--- src/sv/rai_pkg.sv ---
// Package for the rate integrator with anti-windup.
// Holds field widths, arithmetic constants, register indexes and sequencer types.
// No dependencies.
`default_nettype none

package rai_pkg;

  localparam int AXES      = 3;
  localparam int AXIS_W    = 2;
  localparam int ERR_W     = 20;
  localparam int MASK_W    = 3;
  localparam int DT_W      = 16;
  localparam int GAIN_W    = 16;
  localparam int LIM_W     = 17;
  localparam int INTEG_W   = 18;
  localparam int LIM_MAX   = 65536;

  localparam int IN_DATA_W  = 88;
  localparam int OUT_DATA_W = 56;
  localparam int CFG_IDX_W  = 3;

  // serial multiplier: parallel operand width, serial operand width
  localparam int MUL_AW    = 39;
  localparam int MUL_BW    = 20;
  localparam int PROD_W    = MUL_AW + MUL_BW;
  localparam int CNT_W     = 6;

  // attenuation constant round(2^24 / R^2), R = 400 deg/s in rad/s
  localparam logic [MUL_BW-1:0] ATT_K = 20'd344227;
  localparam logic [16:0]       ONE_Q16 = 17'h10000;

  // dt scaling: divide by 2^8 * 10^6 = 2^14 * 15625, rounding half up
  localparam logic [52:0] DIV_HALF  = 53'd128000000;
  localparam int          DIV_SHIFT = 14;
  localparam int          DIV_STEPS = 39;
  localparam int          DIV_REM_W = 14;
  localparam logic [DIV_REM_W:0] DIV_D = 15'd15625;
  localparam int          INC_W     = 26;
  localparam int          SUM_W     = 28;

  localparam logic [CFG_IDX_W-1:0] CFG_GAIN_ROLL  = 3'd0;
  localparam logic [CFG_IDX_W-1:0] CFG_GAIN_PITCH = 3'd1;
  localparam logic [CFG_IDX_W-1:0] CFG_GAIN_YAW   = 3'd2;
  localparam logic [CFG_IDX_W-1:0] CFG_LIM_ROLL   = 3'd3;
  localparam logic [CFG_IDX_W-1:0] CFG_LIM_PITCH  = 3'd4;
  localparam logic [CFG_IDX_W-1:0] CFG_LIM_YAW    = 3'd5;

  localparam logic [AXIS_W-1:0] AXIS_LAST = 2'd2;

  typedef enum logic [2:0] {
    S_IDLE,
    S_PREP,
    S_MUL,
    S_NEXT,
    S_DIV,
    S_ACC,
    S_DONE
  } state_t;

  typedef enum logic [2:0] {
    OP_SQ,
    OP_ATT,
    OP_SCL,
    OP_GAIN,
    OP_DT
  } mul_op_t;

endpackage

`default_nettype wire

--- src/sv/rate_integrator_antiwindup_top.sv ---
// Three-axis rate integrator with anti-windup clipping, attenuation and clamp.
// One transaction at a time: in_tready is high only in idle, which follows loading of the previous result.
// Per axis: five shift-add multiplies on one shared serial multiplier,
// each followed by one operand load state, then a restoring divider by 15625.
// Synchronous active-low reset clears integrators, configuration registers, sequencer and handshake state.
// Depends on rai_pkg.
`default_nettype none

module rate_integrator_antiwindup_top
  import rai_pkg::*;
(
  input  wire                       clk,
  input  wire                       rst_n,
  input  wire                       in_tvalid,
  output logic                      in_tready,
  // err_roll[19:0], err_pitch[39:20], err_yaw[59:40], sat_positive_mask[62:60],
  // sat_negative_mask[65:63], step_us[81:66], zero fill
  input  wire  [IN_DATA_W-1:0]      in_tdata,
  output logic                      out_tvalid,
  input  wire                       out_tready,
  // integ_roll[17:0], integ_pitch[35:18], integ_yaw[53:36], zero fill
  output logic [OUT_DATA_W-1:0]     out_tdata,
  input  wire                       cfg_we,
  input  wire  [CFG_IDX_W-1:0]      cfg_index,
  input  wire  [LIM_W-1:0]          cfg_wdata
);

  state_t  state_r, state_nxt;
  mul_op_t op_r, op_nxt;

  logic [AXIS_W-1:0]    axis_r, axis_nxt;
  logic [CNT_W-1:0]     cnt_r, cnt_nxt;
  logic [MUL_AW-1:0]    mul_a_r, mul_a_nxt;
  logic [MUL_AW-1:0]    mul_hi_r, mul_hi_nxt;
  logic [MUL_BW-1:0]    mul_lo_r, mul_lo_nxt;
  logic [ERR_W-1:0]     m_r, m_nxt;
  logic                 neg_r, neg_nxt;
  logic [DIV_STEPS-1:0] div_dq_r, div_dq_nxt;
  logic [DIV_REM_W-1:0] div_rem_r, div_rem_nxt;
  logic                 integ_we;
  logic                 out_load;

  logic signed [ERR_W-1:0]   err_r [AXES];
  logic [MASK_W-1:0]         satp_r, satn_r;
  logic [DT_W-1:0]           step_r;
  logic [GAIN_W-1:0]         gain_r [AXES];
  logic [LIM_W-1:0]          lim_r [AXES];
  logic signed [INTEG_W-1:0] integ_r [AXES];
  logic                      out_tvalid_r;
  logic [OUT_DATA_W-1:0]     out_tdata_r;

  logic                    in_accept;
  logic [AXIS_W-1:0]       cfg_gain_sel;
  logic [CFG_IDX_W-1:0]    cfg_lim_off;
  logic [LIM_W-1:0]        cfg_lim_sat;

  logic signed [ERR_W-1:0] e_sel, e_clip;
  logic [ERR_W-1:0]        e_bits, m_new;
  logic [MUL_AW:0]         mul_sum;
  logic [PROD_W-1:0]       prod;
  logic [PROD_W-33:0]      att_q;
  logic [16:0]             att_f;
  logic [52:0]             div_cs;
  logic [DIV_REM_W:0]      div_trial;
  logic                    div_ge;
  logic [DIV_REM_W-1:0]    div_rem_new;

  logic signed [SUM_W-1:0] acc_ext, inc_mag, inc_s, acc_sum, lim_pos, lim_neg, acc_clamp;

  assign in_accept  = in_tvalid && in_tready;
  assign in_tready  = (state_r == S_IDLE);
  assign out_tvalid = out_tvalid_r;
  assign out_tdata  = out_tdata_r;

  // configuration registers
  assign cfg_gain_sel = cfg_index[AXIS_W-1:0];
  assign cfg_lim_off  = cfg_index - CFG_LIM_ROLL;
  assign cfg_lim_sat  = (cfg_wdata > LIM_W'(LIM_MAX)) ? LIM_W'(LIM_MAX) : cfg_wdata;

  always_ff @(posedge clk) begin
    if (!rst_n) begin
      for (int i = 0; i < AXES; i++) begin
        gain_r[i] <= '0;
        lim_r[i]  <= '0;
      end
    end else if (cfg_we) begin
      if (cfg_index inside {[CFG_GAIN_ROLL:CFG_GAIN_YAW]}) begin
        gain_r[cfg_gain_sel] <= cfg_wdata[GAIN_W-1:0];
      end else if (cfg_index inside {[CFG_LIM_ROLL:CFG_LIM_YAW]}) begin
        lim_r[cfg_lim_off[AXIS_W-1:0]] <= cfg_lim_sat;
      end
    end
  end

  // hold the accepted transaction
  always_ff @(posedge clk) begin
    if (in_accept) begin
      err_r[0] <= in_tdata[19:0];
      err_r[1] <= in_tdata[39:20];
      err_r[2] <= in_tdata[59:40];
      satp_r   <= in_tdata[62:60];
      satn_r   <= in_tdata[65:63];
      step_r   <= in_tdata[81:66];
    end
  end

  // clip error against saturated direction, take magnitude
  assign e_sel  = err_r[axis_r];
  assign e_clip = ((satp_r[axis_r] && (e_sel > 20'sd0)) ||
                   (satn_r[axis_r] && (e_sel < 20'sd0))) ? '0 : e_sel;
  assign e_bits = e_clip;
  assign m_new  = e_bits[ERR_W-1] ? (~e_bits + 20'd1) : e_bits;

  // shift-add multiplier step and product view
  assign mul_sum = {1'b0, mul_hi_r} + (mul_lo_r[0] ? {1'b0, mul_a_r} : '0);
  assign prod    = {mul_hi_r, mul_lo_r};

  assign att_q = prod[PROD_W-1:32];
  assign att_f = (att_q[PROD_W-33:16] == '0) ? (ONE_Q16 - {1'b0, att_q[15:0]}) : '0;

  assign div_cs      = {1'b0, prod[51:0]} + DIV_HALF;
  assign div_trial   = {div_rem_r, div_dq_r[DIV_STEPS-1]};
  assign div_ge      = (div_trial >= DIV_D);
  assign div_rem_new = div_ge ? DIV_REM_W'(div_trial - DIV_D) : div_trial[DIV_REM_W-1:0];

  // accumulate and clamp
  assign acc_ext   = {{(SUM_W-INTEG_W){integ_r[axis_r][INTEG_W-1]}}, integ_r[axis_r]};
  assign inc_mag   = {{(SUM_W-INC_W){1'b0}}, div_dq_r[INC_W-1:0]};
  assign inc_s     = neg_r ? -inc_mag : inc_mag;
  assign acc_sum   = acc_ext + inc_s;
  assign lim_pos   = {{(SUM_W-LIM_W){1'b0}}, lim_r[axis_r]};
  assign lim_neg   = -lim_pos;
  assign acc_clamp = (acc_sum > lim_pos) ? lim_pos :
                     (acc_sum < lim_neg) ? lim_neg : acc_sum;

  always_comb begin
    state_nxt   = state_r;
    op_nxt      = op_r;
    axis_nxt    = axis_r;
    cnt_nxt     = cnt_r;
    mul_a_nxt   = mul_a_r;
    mul_hi_nxt  = mul_hi_r;
    mul_lo_nxt  = mul_lo_r;
    m_nxt       = m_r;
    neg_nxt     = neg_r;
    div_dq_nxt  = div_dq_r;
    div_rem_nxt = div_rem_r;
    integ_we    = 1'b0;
    out_load    = 1'b0;
    case (state_r)
      S_IDLE: begin
        if (in_tvalid) begin
          axis_nxt  = '0;
          state_nxt = S_PREP;
        end
      end
      S_PREP: begin
        m_nxt      = m_new;
        neg_nxt    = e_clip[ERR_W-1];
        mul_a_nxt  = {{(MUL_AW-ERR_W){1'b0}}, m_new};
        mul_lo_nxt = m_new;
        mul_hi_nxt = '0;
        cnt_nxt    = '0;
        op_nxt     = OP_SQ;
        state_nxt  = S_MUL;
      end
      S_MUL: begin
        mul_hi_nxt = mul_sum[MUL_AW:1];
        mul_lo_nxt = {mul_sum[0], mul_lo_r[MUL_BW-1:1]};
        cnt_nxt    = cnt_r + 1'b1;
        if (cnt_r == CNT_W'(MUL_BW - 1)) begin
          state_nxt = S_NEXT;
        end
      end
      S_NEXT: begin
        mul_hi_nxt = '0;
        cnt_nxt    = '0;
        state_nxt  = S_MUL;
        case (op_r)
          OP_SQ: begin
            mul_a_nxt  = prod[MUL_AW-1:0];
            mul_lo_nxt = ATT_K;
            op_nxt     = OP_ATT;
          end
          OP_ATT: begin
            mul_a_nxt  = {{(MUL_AW-ERR_W){1'b0}}, m_r};
            mul_lo_nxt = {{(MUL_BW-17){1'b0}}, att_f};
            op_nxt     = OP_SCL;
          end
          OP_SCL: begin
            mul_a_nxt  = {{(MUL_AW-ERR_W){1'b0}}, prod[35:16]};
            mul_lo_nxt = {{(MUL_BW-GAIN_W){1'b0}}, gain_r[axis_r]};
            op_nxt     = OP_GAIN;
          end
          OP_GAIN: begin
            mul_a_nxt  = {{(MUL_AW-36){1'b0}}, prod[35:0]};
            mul_lo_nxt = {{(MUL_BW-DT_W){1'b0}}, step_r};
            op_nxt     = OP_DT;
          end
          OP_DT: begin
            div_dq_nxt  = div_cs[52:DIV_SHIFT];
            div_rem_nxt = '0;
            state_nxt   = S_DIV;
          end
          default: begin
            state_nxt = S_IDLE;
          end
        endcase
      end
      S_DIV: begin
        div_dq_nxt  = {div_dq_r[DIV_STEPS-2:0], div_ge};
        div_rem_nxt = div_rem_new;
        cnt_nxt     = cnt_r + 1'b1;
        if (cnt_r == CNT_W'(DIV_STEPS - 1)) begin
          state_nxt = S_ACC;
        end
      end
      S_ACC: begin
        integ_we = 1'b1;
        if (axis_r == AXIS_LAST) begin
          state_nxt = S_DONE;
        end else begin
          axis_nxt  = axis_r + 1'b1;
          state_nxt = S_PREP;
        end
      end
      S_DONE: begin
        if (!out_tvalid_r || out_tready) begin
          out_load  = 1'b1;
          state_nxt = S_IDLE;
        end
      end
      default: begin
        state_nxt = S_IDLE;
      end
    endcase
  end

  always_ff @(posedge clk) begin
    if (!rst_n) begin
      state_r <= S_IDLE;
      op_r    <= OP_SQ;
      axis_r  <= '0;
      cnt_r   <= '0;
    end else begin
      state_r <= state_nxt;
      op_r    <= op_nxt;
      axis_r  <= axis_nxt;
      cnt_r   <= cnt_nxt;
    end
  end

  always_ff @(posedge clk) begin
    mul_a_r   <= mul_a_nxt;
    mul_hi_r  <= mul_hi_nxt;
    mul_lo_r  <= mul_lo_nxt;
    m_r       <= m_nxt;
    neg_r     <= neg_nxt;
    div_dq_r  <= div_dq_nxt;
    div_rem_r <= div_rem_nxt;
  end

  always_ff @(posedge clk) begin
    if (!rst_n) begin
      for (int i = 0; i < AXES; i++) begin
        integ_r[i] <= '0;
      end
    end else if (integ_we) begin
      integ_r[axis_r] <= acc_clamp[INTEG_W-1:0];
    end
  end

  always_ff @(posedge clk) begin
    if (!rst_n) begin
      out_tvalid_r <= 1'b0;
    end else if (out_load) begin
      out_tvalid_r <= 1'b1;
    end else if (out_tready) begin
      out_tvalid_r <= 1'b0;
    end
  end

  always_ff @(posedge clk) begin
    if (out_load) begin
      out_tdata_r <= {{(OUT_DATA_W - 3*INTEG_W){1'b0}}, integ_r[2], integ_r[1], integ_r[0]};
    end
  end

  a_accept_starts_roll : assert property (@(posedge clk) disable iff (!rst_n)
    in_tvalid && in_tready |=> (state_r == S_PREP) && (axis_r == '0))
    else $error("accepted transaction did not start on the roll axis");

  a_result_from_done : assert property (@(posedge clk) disable iff (!rst_n)
    $rose(out_tvalid) |-> $past(state_r == S_DONE))
    else $error("result presented without finishing all axes");

  a_integ_bounded : assert property (@(posedge clk) disable iff (!rst_n)
    (integ_r[0] <= LIM_MAX) && (integ_r[0] >= -LIM_MAX) &&
    (integ_r[1] <= LIM_MAX) && (integ_r[1] >= -LIM_MAX) &&
    (integ_r[2] <= LIM_MAX) && (integ_r[2] >= -LIM_MAX))
    else $error("integrator outside clamp range");

endmodule

`default_nettype wire

--- config.mk ---
export PLATFORM = sky130hd
export DESIGN_NAME = rate_integrator_antiwindup_top
export DESIGN_NICKNAME = d
export VERILOG_FILES = /design/src/sv/rai_pkg.sv /design/src/sv/rate_integrator_antiwindup_top.sv
export SDC_FILE = /design/constraint.sdc
export NUM_CORES = 1
export LEC_CHECK = 0
export BUFFER_PORTS_ARGS = -buffer_cell sky130_fd_sc_hd__buf_2
export CAP_MARGIN = 0
export CORE_ASPECT_RATIO = 0.6
export CORE_UTILIZATION = 50
export CTS_BUF_LIST = sky130_fd_sc_hd__clkbuf_16
export CTS_CLUSTER_SIZE = 10
export DETAILED_ROUTE_END_ITERATION = 8
export PLACE_DENSITY = 0.78
export SETUP_SLACK_MARGIN = 0.5
export SYNTH_ARGS = -nofsm -noshare
export SYNTH_HDL_FRONTEND = slang
export SYNTH_SLANG_ARGS = --single-unit
--- constraint.sdc ---
create_clock -name clk -period 25.3 [get_ports clk]
set_clock_uncertainty 0.2 [all_clocks]
set_input_delay 2.53 -clock clk [delete_from_list [all_inputs] [get_ports clk]]
set_output_delay 2.53 -clock clk [all_outputs]
set_load 0.01 [all_outputs]
==> results.py, run 1 <==
metrics = {
    "yosys": {
        "syn-cell-area_sq_mm": 0.0289,
        "synth_top_flop_cell": "edfxtp_1",
        "yosys_warnings": 0,
        "area_share_of_the_largest_cell_type_after_synthesis_pct": 53.2,
        "number_of_flops_mapped_to_enable_cells_by_yosys": 512,
        "yosys.cell_types.count": 84,
        "netlist_top_cells_area": "edfxtp_1, ha_1, mux4_2",
        "synth_area_leader": "edfxtp_1",
        "syn_area_per_cell_sq_um": 11.4,
        "synth_sequential_area_ratio_pct": 54.4,
        "postSynthRegisterBits": 529,
        "syn-instance-count": 2533,
        "ys_async_sr_fraction_pct": 0,
    },
    "clock_network": {
        "cts_buffer_depth": 3,
        "cts_inserted_buffers": 60,
        "tritoncts_num_sinks": 529,
        "tritoncts_clock_tree": "yes",
        "clock_latency_of_the_later_clocked_register_in_the_worst_skew_pair_ns": 0.66,
        "ctsResizeCount": 0,
        "cts.root.buffer_cell": "clkbuf_16",
        "clock_pin_slew_reported_for_the_worst_setup_and_hold_paths_after_clock_tree_synthesis_ns": 0.05,
        "cts_hold_buf": 0,
        "h_tree_lvl_count": 2,
        "post-cts-setup-buffers": 0,
    },
    "critical_path": {
        "regToRegSetupSlack_ns": 17.05,
        "r2r.worst_path.cells": 23,
        "critPathKind": "flop to flop",
        "worst_setup_path_end_kind": "flop",
        "worst_setup_path_start_kind": "flop",
        "worst_path_maximum_fanout": 51,
        "crit-reg2reg-capture": "integ_r[0][17]",
        "worst_ep_arrival_time_ns": 8.36,
        "cp.required_ns": 25.41,
    },
    "pwr": {
        "vdd_ir_drop_max_mv": 0.0628,
        "p_total_mw": 3.92,
        "pwr_density_cell_mw_per_mm2": 122,
        "power_leakage_nw": 12.1,
    },
    "min_path": {
        "hold_path.startpoint": "integ_r[2][11]",
        "worst_hold_path.endpoint": "out_tdata[47]",
        "worst_hold_path_type": "flop to flop",
        "worstHoldPathCells": 0,
    },
    "placed_design": {
        "detailed_place.area_sq_mm": 0.0305,
        "number_of_port_buffers": 162,
        "post-dp-hpwl_um": 55400,
        "pre_cts_ws_ns": 17.38,
        "gp_congestion": 1.04,
        "dp_cells": 3385,
    },
    "global_route": {
        "initial_antenna_violation_count": 1,
        "grt.total_usage_pct": 25.8,
        "grt_first_pass_wirelength_um": 117000,
        "global_route.overflow_total": 0,
        "first_global_vias": 20300,
        "grt_start_max_net_pins": 83,
    },
    "cells_and_area": {
        "proportion_of_layout_cells_with_a_drive_suffix_above_1_pct": 12.9,
        "finalNonFillerCells": 3493,
        "final_core_utilization_pct": 57.1,
        "nFillCells": 4547,
        "sequential_cell_area_sq_mm": 0.0157,
        "area.growth.synth_to_final_pct": 11.6,
        "final_nets": 2923,
        "stdcell_area_sq_mm": 0.0322,
        "layout_commonest_cell": "edfxtp_1",
        "multiInputGateArea_sq_mm": 0.0124,
        "most-common-layout-cells": "edfxtp_1, nor2_1, nand2_1",
    },
    "status": {
        "outcome": "complete, no violations",
    },
    "floorplan": {
        "die_height_um": 188,
        "top_level_ports": 171,
        "die_x_um": 312,
        "initial_utilization_pct": 51.2,
        "floorplan.rows": 67,
        "dieArea_sq_mm": 0.0588,
        "coreArea_sq_mm": 0.0564,
    },
    "timing": {
        "max_slew.worst_pin.slew_ns": 1.23,
        "worst_slew_margin_rel_pct": 17.7,
        "clock.fmax_mhz": 121,
        "final_period_utilization_pct": 32.6,
        "unrepaired_setup_endpoints_after_global_routing": "false",
        "layout_min_cycle_time_ns": 8.25,
        "final-hold-violation-count": 0,
        "setup_slack_ns": 17.05,
        "final-max-slew-violation-count": 0,
        "report.final.setup_viol": 0,
        "hold_ws_ns": 0.240,
        "fin_tns_setup_ns": 0,
    },
    "routing": {
        "firstDrtPassIters": 6,
        "drtIter0Drc": 2628,
        "detailroute.via_count": 21300,
        "drc": 0,
        "routed_wl_um": 76600,
        "wl_per_cell_um": 21.9,
        "detail_route.vias_per_cell": 6.10,
        "ant_nets": 0,
    },
    "run": {
        "cap_violations": 0,
    },
}
## worst max-delay path, cell delays in order, from the launching register on
cell	delay [ns]
dfxtp_4	0.71
buf_4	0.67
mux2i_1	0.25
nand2_1	0.08
o21ai_0	0.30
inv_1	0.19
nor3_1	0.57
nand2_1	0.26
nor3_2	0.42
and2_1	0.31
nand3_1	0.13
xnor2_1	0.29
ha_1	0.31
a21o_1	0.18
a21oi_1	0.14
nor2b_1	0.06
o21ai_0	0.15
nand3_1	0.10
a41oi_1	0.37
a211oi_1	0.13
or4_1	0.67
a31oi_2	0.65
mux2i_1	0.60
nor3_1	0.13
## cells in the mapped netlist (50+ instances only)
cell type  number
a21oi_1       117
and2_1         86
clkbuf_1       94
edfxtp_1      512
ha_1          120
inv_1         104
mux4_2         50
nand2_1       214
nand3_1        51
nor2_1        244
nor3_1         60
o21ai_0       127
xnor2_1        98
xor2_1         62
## layer usage
layer	global-route usage, %	vias to the layer above	routed length [um]
li1	-	9763	-
met3	7.24	127	9500
met1	38.9	10300	33900
met5	0	-	0
met4	5.69	0	1320
met2	36.7	1110	32000
## registers in the layout (all words and copies together), names as in the netlist, 16 cells and up, named ones only
register	count
mul_a_r	39
mul_lo_r	20
out_tdata	54
div_dq_r	39
err_r	60
integ_r	72
gain_r	64
mul_hi_r	39
step_r	16
m_r	20
lim_r	68
## cells by family (layout without fill, tap and decap cells)
| group | Yosys count | after routing | synth area share [%] |
|---|---|---|---|
| and+or+nand+nor | 847 | 847 | 14.1 |
| AOI/OAI and AO/OA | 549 | 549 | 12.6 |
| DFF | 529 | 529 | 54.4 |
| buffers and inverters | 232 | 397 | 3.20 |
| xor gates and xnor gates | 160 | 160 | 4.85 |
| adders and majority gates | 122 | 122 | 5.34 |
| muxes | 93 | 93 | 5.45 |
| other | 1 | 37 | 0.0130 |
## where the power goes
group	leakage (nW)	switching (mW)	internal, mW
clock network	0.979	0.353	0.427
registers	5.02	0.191	1.26
logic	6.13	1.07	0.621
total	12.1	1.61	2.31
## worst max path at each step
stage	to	slack, ns	start	cells past startpoint
after global placement	integ_r[2][17]	17.43	flop	23
after floorplan	integ_r[0][12]	16.91	flop	33
after global routing	integ_r[0][17]	16.64	flop	23
final	integ_r[0][17]	17.05	flop	23
after detailed placement	integ_r[0][17]	17.38	flop	23
after CTS	integ_r[0][17]	17.30	flop	23
## cell type report
type	count	area share [%]
clock inverters	46	0.761
well taps	759	2.95
multi-input cells	1806	38.5
inverters	106	1.24
repair buffers	185	3.05
flip-flops and latches	529	48.8
clock buffers	60	4.66
diodes	2	0.0155
Note: power is estimated with default switching activity, not from simulation.
==> run 2: changes to the inputs <==
- ABC_AREA: unset -> 1
- PLACE_DENSITY: 0.78 -> 0.8
- clock period: 25.3 -> 6.7 ns (I/O delays scaled with it)
==> run 2 against run 1 <==
  * Register-to-register slack lost 16 ns
  * Utilization up 1.0 points
  * Critical path depth rose by 8
  * Synthesized area up 4.9%
  * Worst hold slack worse by 0.20 ns
  * Synthesized cell count increased by 37%
  * Sequential share of layout area fell by 3.4 points
  * Die area grew 4.9%
  * Sequential power grew to 3.4 times the previous value
  * Clock power grew to 3.8 times the previous value
  * Combinational power grew to 2.8 times the previous value
  * Largest cell class unchanged
  * Largest power group is now registers
==> results.py, run 2 <==
metrics = {
    "timing": {
        "unrepaired_setup_endpoints_after_global_routing": "false",
        "max_slew.worst_pin.slew_ns": 1.08,
        "final_period_utilization_pct": 85.2,
        "final-max-slew-violation-count": 0,
        "fin_tns_setup_ns": 0,
        "worst_slew_margin_rel_pct": 27.1,
        "final-hold-violation-count": 0,
        "report.final.setup_viol": 0,
        "clock.fmax_mhz": 175,
        "setup_slack_ns": 0.994,
        "layout_min_cycle_time_ns": 5.71,
    },
    "clock_network": {
        "cts.root.buffer_cell": "clkbuf_16",
        "clock_pin_slew_reported_for_the_worst_setup_and_hold_paths_after_clock_tree_synthesis_ns": 0.06,
        "tritoncts_num_sinks": 529,
        "cts_inserted_buffers": 59,
        "cts_buffer_depth": 3,
        "tritoncts_clock_tree": "yes",
        "h_tree_lvl_count": 2,
        "clock_latency_of_the_later_clocked_register_in_the_worst_skew_pair_ns": 0.66,
    },
    "floorplan": {
        "die_x_um": 320,
        "top_level_ports": 171,
        "initial_utilization_pct": 50.9,
        "coreArea_sq_mm": 0.0596,
        "floorplan.rows": 69,
        "dieArea_sq_mm": 0.0616,
        "die_height_um": 193,
    },
    "routing": {
        "ant_nets": 0,
        "firstDrtPassIters": 6,
        "detailroute.via_count": 26100,
        "drc": 0,
        "routed_wl_um": 90700,
        "wl_per_cell_um": 19.9,
        "detail_route.vias_per_cell": 5.73,
        "drtIter0Drc": 4078,
    },
    "yosys": {
        "syn-instance-count": 3469,
        "synth_sequential_area_ratio_pct": 51.9,
        "yosys_warnings": 0,
        "synth_top_flop_cell": "edfxtp_1",
        "yosys.cell_count.top_type": "nand2_1",
        "synth_area_leader": "edfxtp_1",
        "postSynthRegisterBits": 529,
        "number_of_flops_mapped_to_enable_cells_by_yosys": 512,
        "syn_area_per_cell_sq_um": 8.73,
        "yosys.cell_types.count": 68,
        "netlist_top_cells_area": "edfxtp_1, nand2_1, nor2_1",
        "area_share_of_the_largest_cell_type_after_synthesis_pct": 50.7,
        "syn-cell-area_sq_mm": 0.0303,
        "ys_async_sr_fraction_pct": 0,
        "ys_top_cells_by_count": "nand2_1, edfxtp_1, nor2_1, inv_1, a21oi_1",
    },
    "pwr": {
        "cell_internal_pwr_mw": 7.46,
        "p_sw_mw": 5.11,
        "pwr_density_cell_mw_per_mm2": 363,
        "power_leakage_nw": 15.0,
        "sequential_group_share_of_total_power_pct": 38.8,
        "switching_share_of_power_pct": 40.6,
        "share_clk_of_total_power_pct": 23.5,
        "combinationalPowerShare_pct": 37.6,
        "vdd_ir_drop_max_mv": 0.288,
    },
    "critical_path": {
        "worst_setup_path_end_kind": "flop",
        "critPathMostFrequentCell": "nand2_1",
        "startpoint": "div_dq_r[2]",
        "timing.critical_path.buf_inv": 4,
        "worst_r2r_startpoint": "div_dq_r[2]",
        "worst_setup_path_start_kind": "flop",
        "cp_slowest_stage_delay_ns": 0.47,
        "critPathKind": "flop to flop",
        "crit-reg2reg-capture": "integ_r[0][12]",
        "worst_ep_arrival_time_ns": 5.98,
        "worst_path_maximum_fanout": 8,
        "critical-path-slowest-cell": "edfxtp_1",
        "critical_path.top_delay_family": "simple AND/OR/NAND/NOR gates",
        "setup.worst_path.end": "integ_r[0][12]",
        "worstSetupPathDepth": 31,
        "r2r.worst_path.cells": 31,
        "cp.required_ns": 6.97,
        "regToRegSetupSlack_ns": 0.99,
    },
    "global_route": {
        "first_global_vias": 23900,
        "grt.total_usage_pct": 29.0,
        "initial_antenna_violation_count": 1,
        "grt_start_max_net_pins": 80,
        "grt_first_pass_wirelength_um": 136000,
        "global_route.overflow_total": 0,
    },
    "min_path": {
        "worst_hold_path_type": "input port to flop",
    },
    "cells_and_area": {
        "largest_register_ff_count": 72,
        "nFillCells": 5112,
        "final_nets": 3968,
        "largest_registers": "integ_r (72), lim_r (68), gain_r (64)",
        "layout_commonest_cell": "nand2_1",
        "area.growth.synth_to_final_pct": 14.3,
        "most-common-layout-cells": "nand2_1, edfxtp_1, inv_1",
        "proportion_of_layout_cells_with_a_drive_suffix_above_1_pct": 9.59,
        "registers.top_by_ff_count": "integ_r",
    },
    "placed_design": {
        "post-dp-hpwl_um": 64100,
        "pre_cts_ws_ns": 0.393,
        "number_of_port_buffers": 162,
        "gp_congestion": 1.06,
    },
    "run": {
        "cap_violations": 0,
    },
    "status": {
        "outcome": "complete, no violations",
    },
}
[run 2: cell types whose count changed in the layout (fill, tap and decap cells not counted), moves of 30 or more]
| cell | before | now |
|---|---|---|
| a211oi_1 | 42 | 4 |
| a21oi_1 | 116 | 198 |
| and2_1 | 86 | 3 |
| and3_1 | 46 | 5 |
| dlygate4sd3_1 | 0 | 82 |
| inv_1 | 138 | 444 |
| mux2i_1 | 30 | 0 |
| mux4_2 | 50 | 0 |
| nand2_1 | 214 | 822 |
| nand3_1 | 51 | 173 |
| nor2_1 | 243 | 432 |
| o21ai_0 | 126 | 180 |
| xnor2_1 | 98 | 25 |
[run 2: worst min-delay path by stage]
stage                               from            end  slack (ns)  cells after the start
final                       in_tdata[81]     step_r[15]        0.04                      1
after floorplan           integ_r[0][12]  out_tdata[12]        0.22                      0
after detailed placement  integ_r[2][11]  out_tdata[47]        0.23                      0
after CTS                  cfg_wdata[10]  gain_r[3][10]       0.007                      1
after global routing        in_tdata[69]      step_r[3]        0.02                      1
after global placement    integ_r[2][10]  out_tdata[46]        0.23                      0
[run 2: area by class of cell]
class | count | area [sq um] | share of cell area, %
inverter | 421 | 1580 | 4.57
sequential | 529 | 15700 | 45.4
multi-input combinational | 2446 | 12800 | 36.9
timing repair buffer | 276 | 1880 | 5.42
clock buffer | 59 | 1480 | 4.27
antenna | 1 | 2.50 | 0.00723
tap | 781 | 977 | 2.82
clock inverter | 42 | 226 | 0.654
[run 2: timing repair]
action,CTS,global route
setup buffers,0,4
pin swaps,0,1
gates resized for setup,1,22
hold buffers,82,0
setup endpoints to repair,49,72
hold endpoints to repair,82,0
[run 2: logic make-up (layout without fill, tap and decap cells)]
logic type / Yosys count / after routing / synth area share [%]
compound gates: 549 / 549 / 10.4
xor+xnor: 92 / 92 / 2.71
fa+ha+maj: 122 / 122 / 5.09
buf+inv: 528 / 798 / 6.92
flops: 529 / 529 / 51.9
other cells: 1 / 36 / 0.0124
simple gates: 1648 / 1648 / 23.0
[run 2: power by group through the flow]
stage / combinational (mW) / clock, mW / sequential, mW
2_1_floorplan: 3.18 / 0 / 4.71
3_3_place_gp: 4.35 / 0 / 4.89
3_5_place_dp: 4.45 / 0 / 4.90
4_1_cts: 4.51 / 2.95 / 4.84
5_1_grt: 5.20 / 3.10 / 4.90
6_report: 4.73 / 2.96 / 4.88
[run 2: per-stage QoR]
stage                     std cells  instance area [sq um]  power (mW)  util [%]  hold WS [ns]
final                          4555                  34600        12.6      58.1        0.0373
after detailed placement       4367                  32000        9.35      53.7         0.228
after CTS                      4550                  34500        12.3      57.9       0.00742
after global routing           4554                  34600        13.2      58.1        0.0181
after floorplan                3503                  30400        7.90         -         0.221
after global placement         4367                  32000        9.24      53.7         0.230
[run 2: per-layer routing]
metal / wire length (um) / part of all wire [%] / vias up / global-route usage (%)
met1: 38700 / 43 / 12100 / 42.1
met5: 39 / 0.043 / - / 0
met3: 14700 / 16 / 172 / 12.4
li1: - / - / 12200 / -
met2: 35500 / 39 / 1619 / 39.7
met4: 1800 / 2.0 / 6 / 6.53
[run 2: worst register-to-register path: cells and delay by family (launching register included)]
kind                     cells  cell delay, ns
adder cells (fa/ha/maj)      2            0.67
XOR/XNOR                     2            0.52
buffers and inverters        4            0.26
flip-flops                   1            0.47
AND/OR/NAND/NOR             20            2.91
AO/OA/AOI/OAI                3            0.52
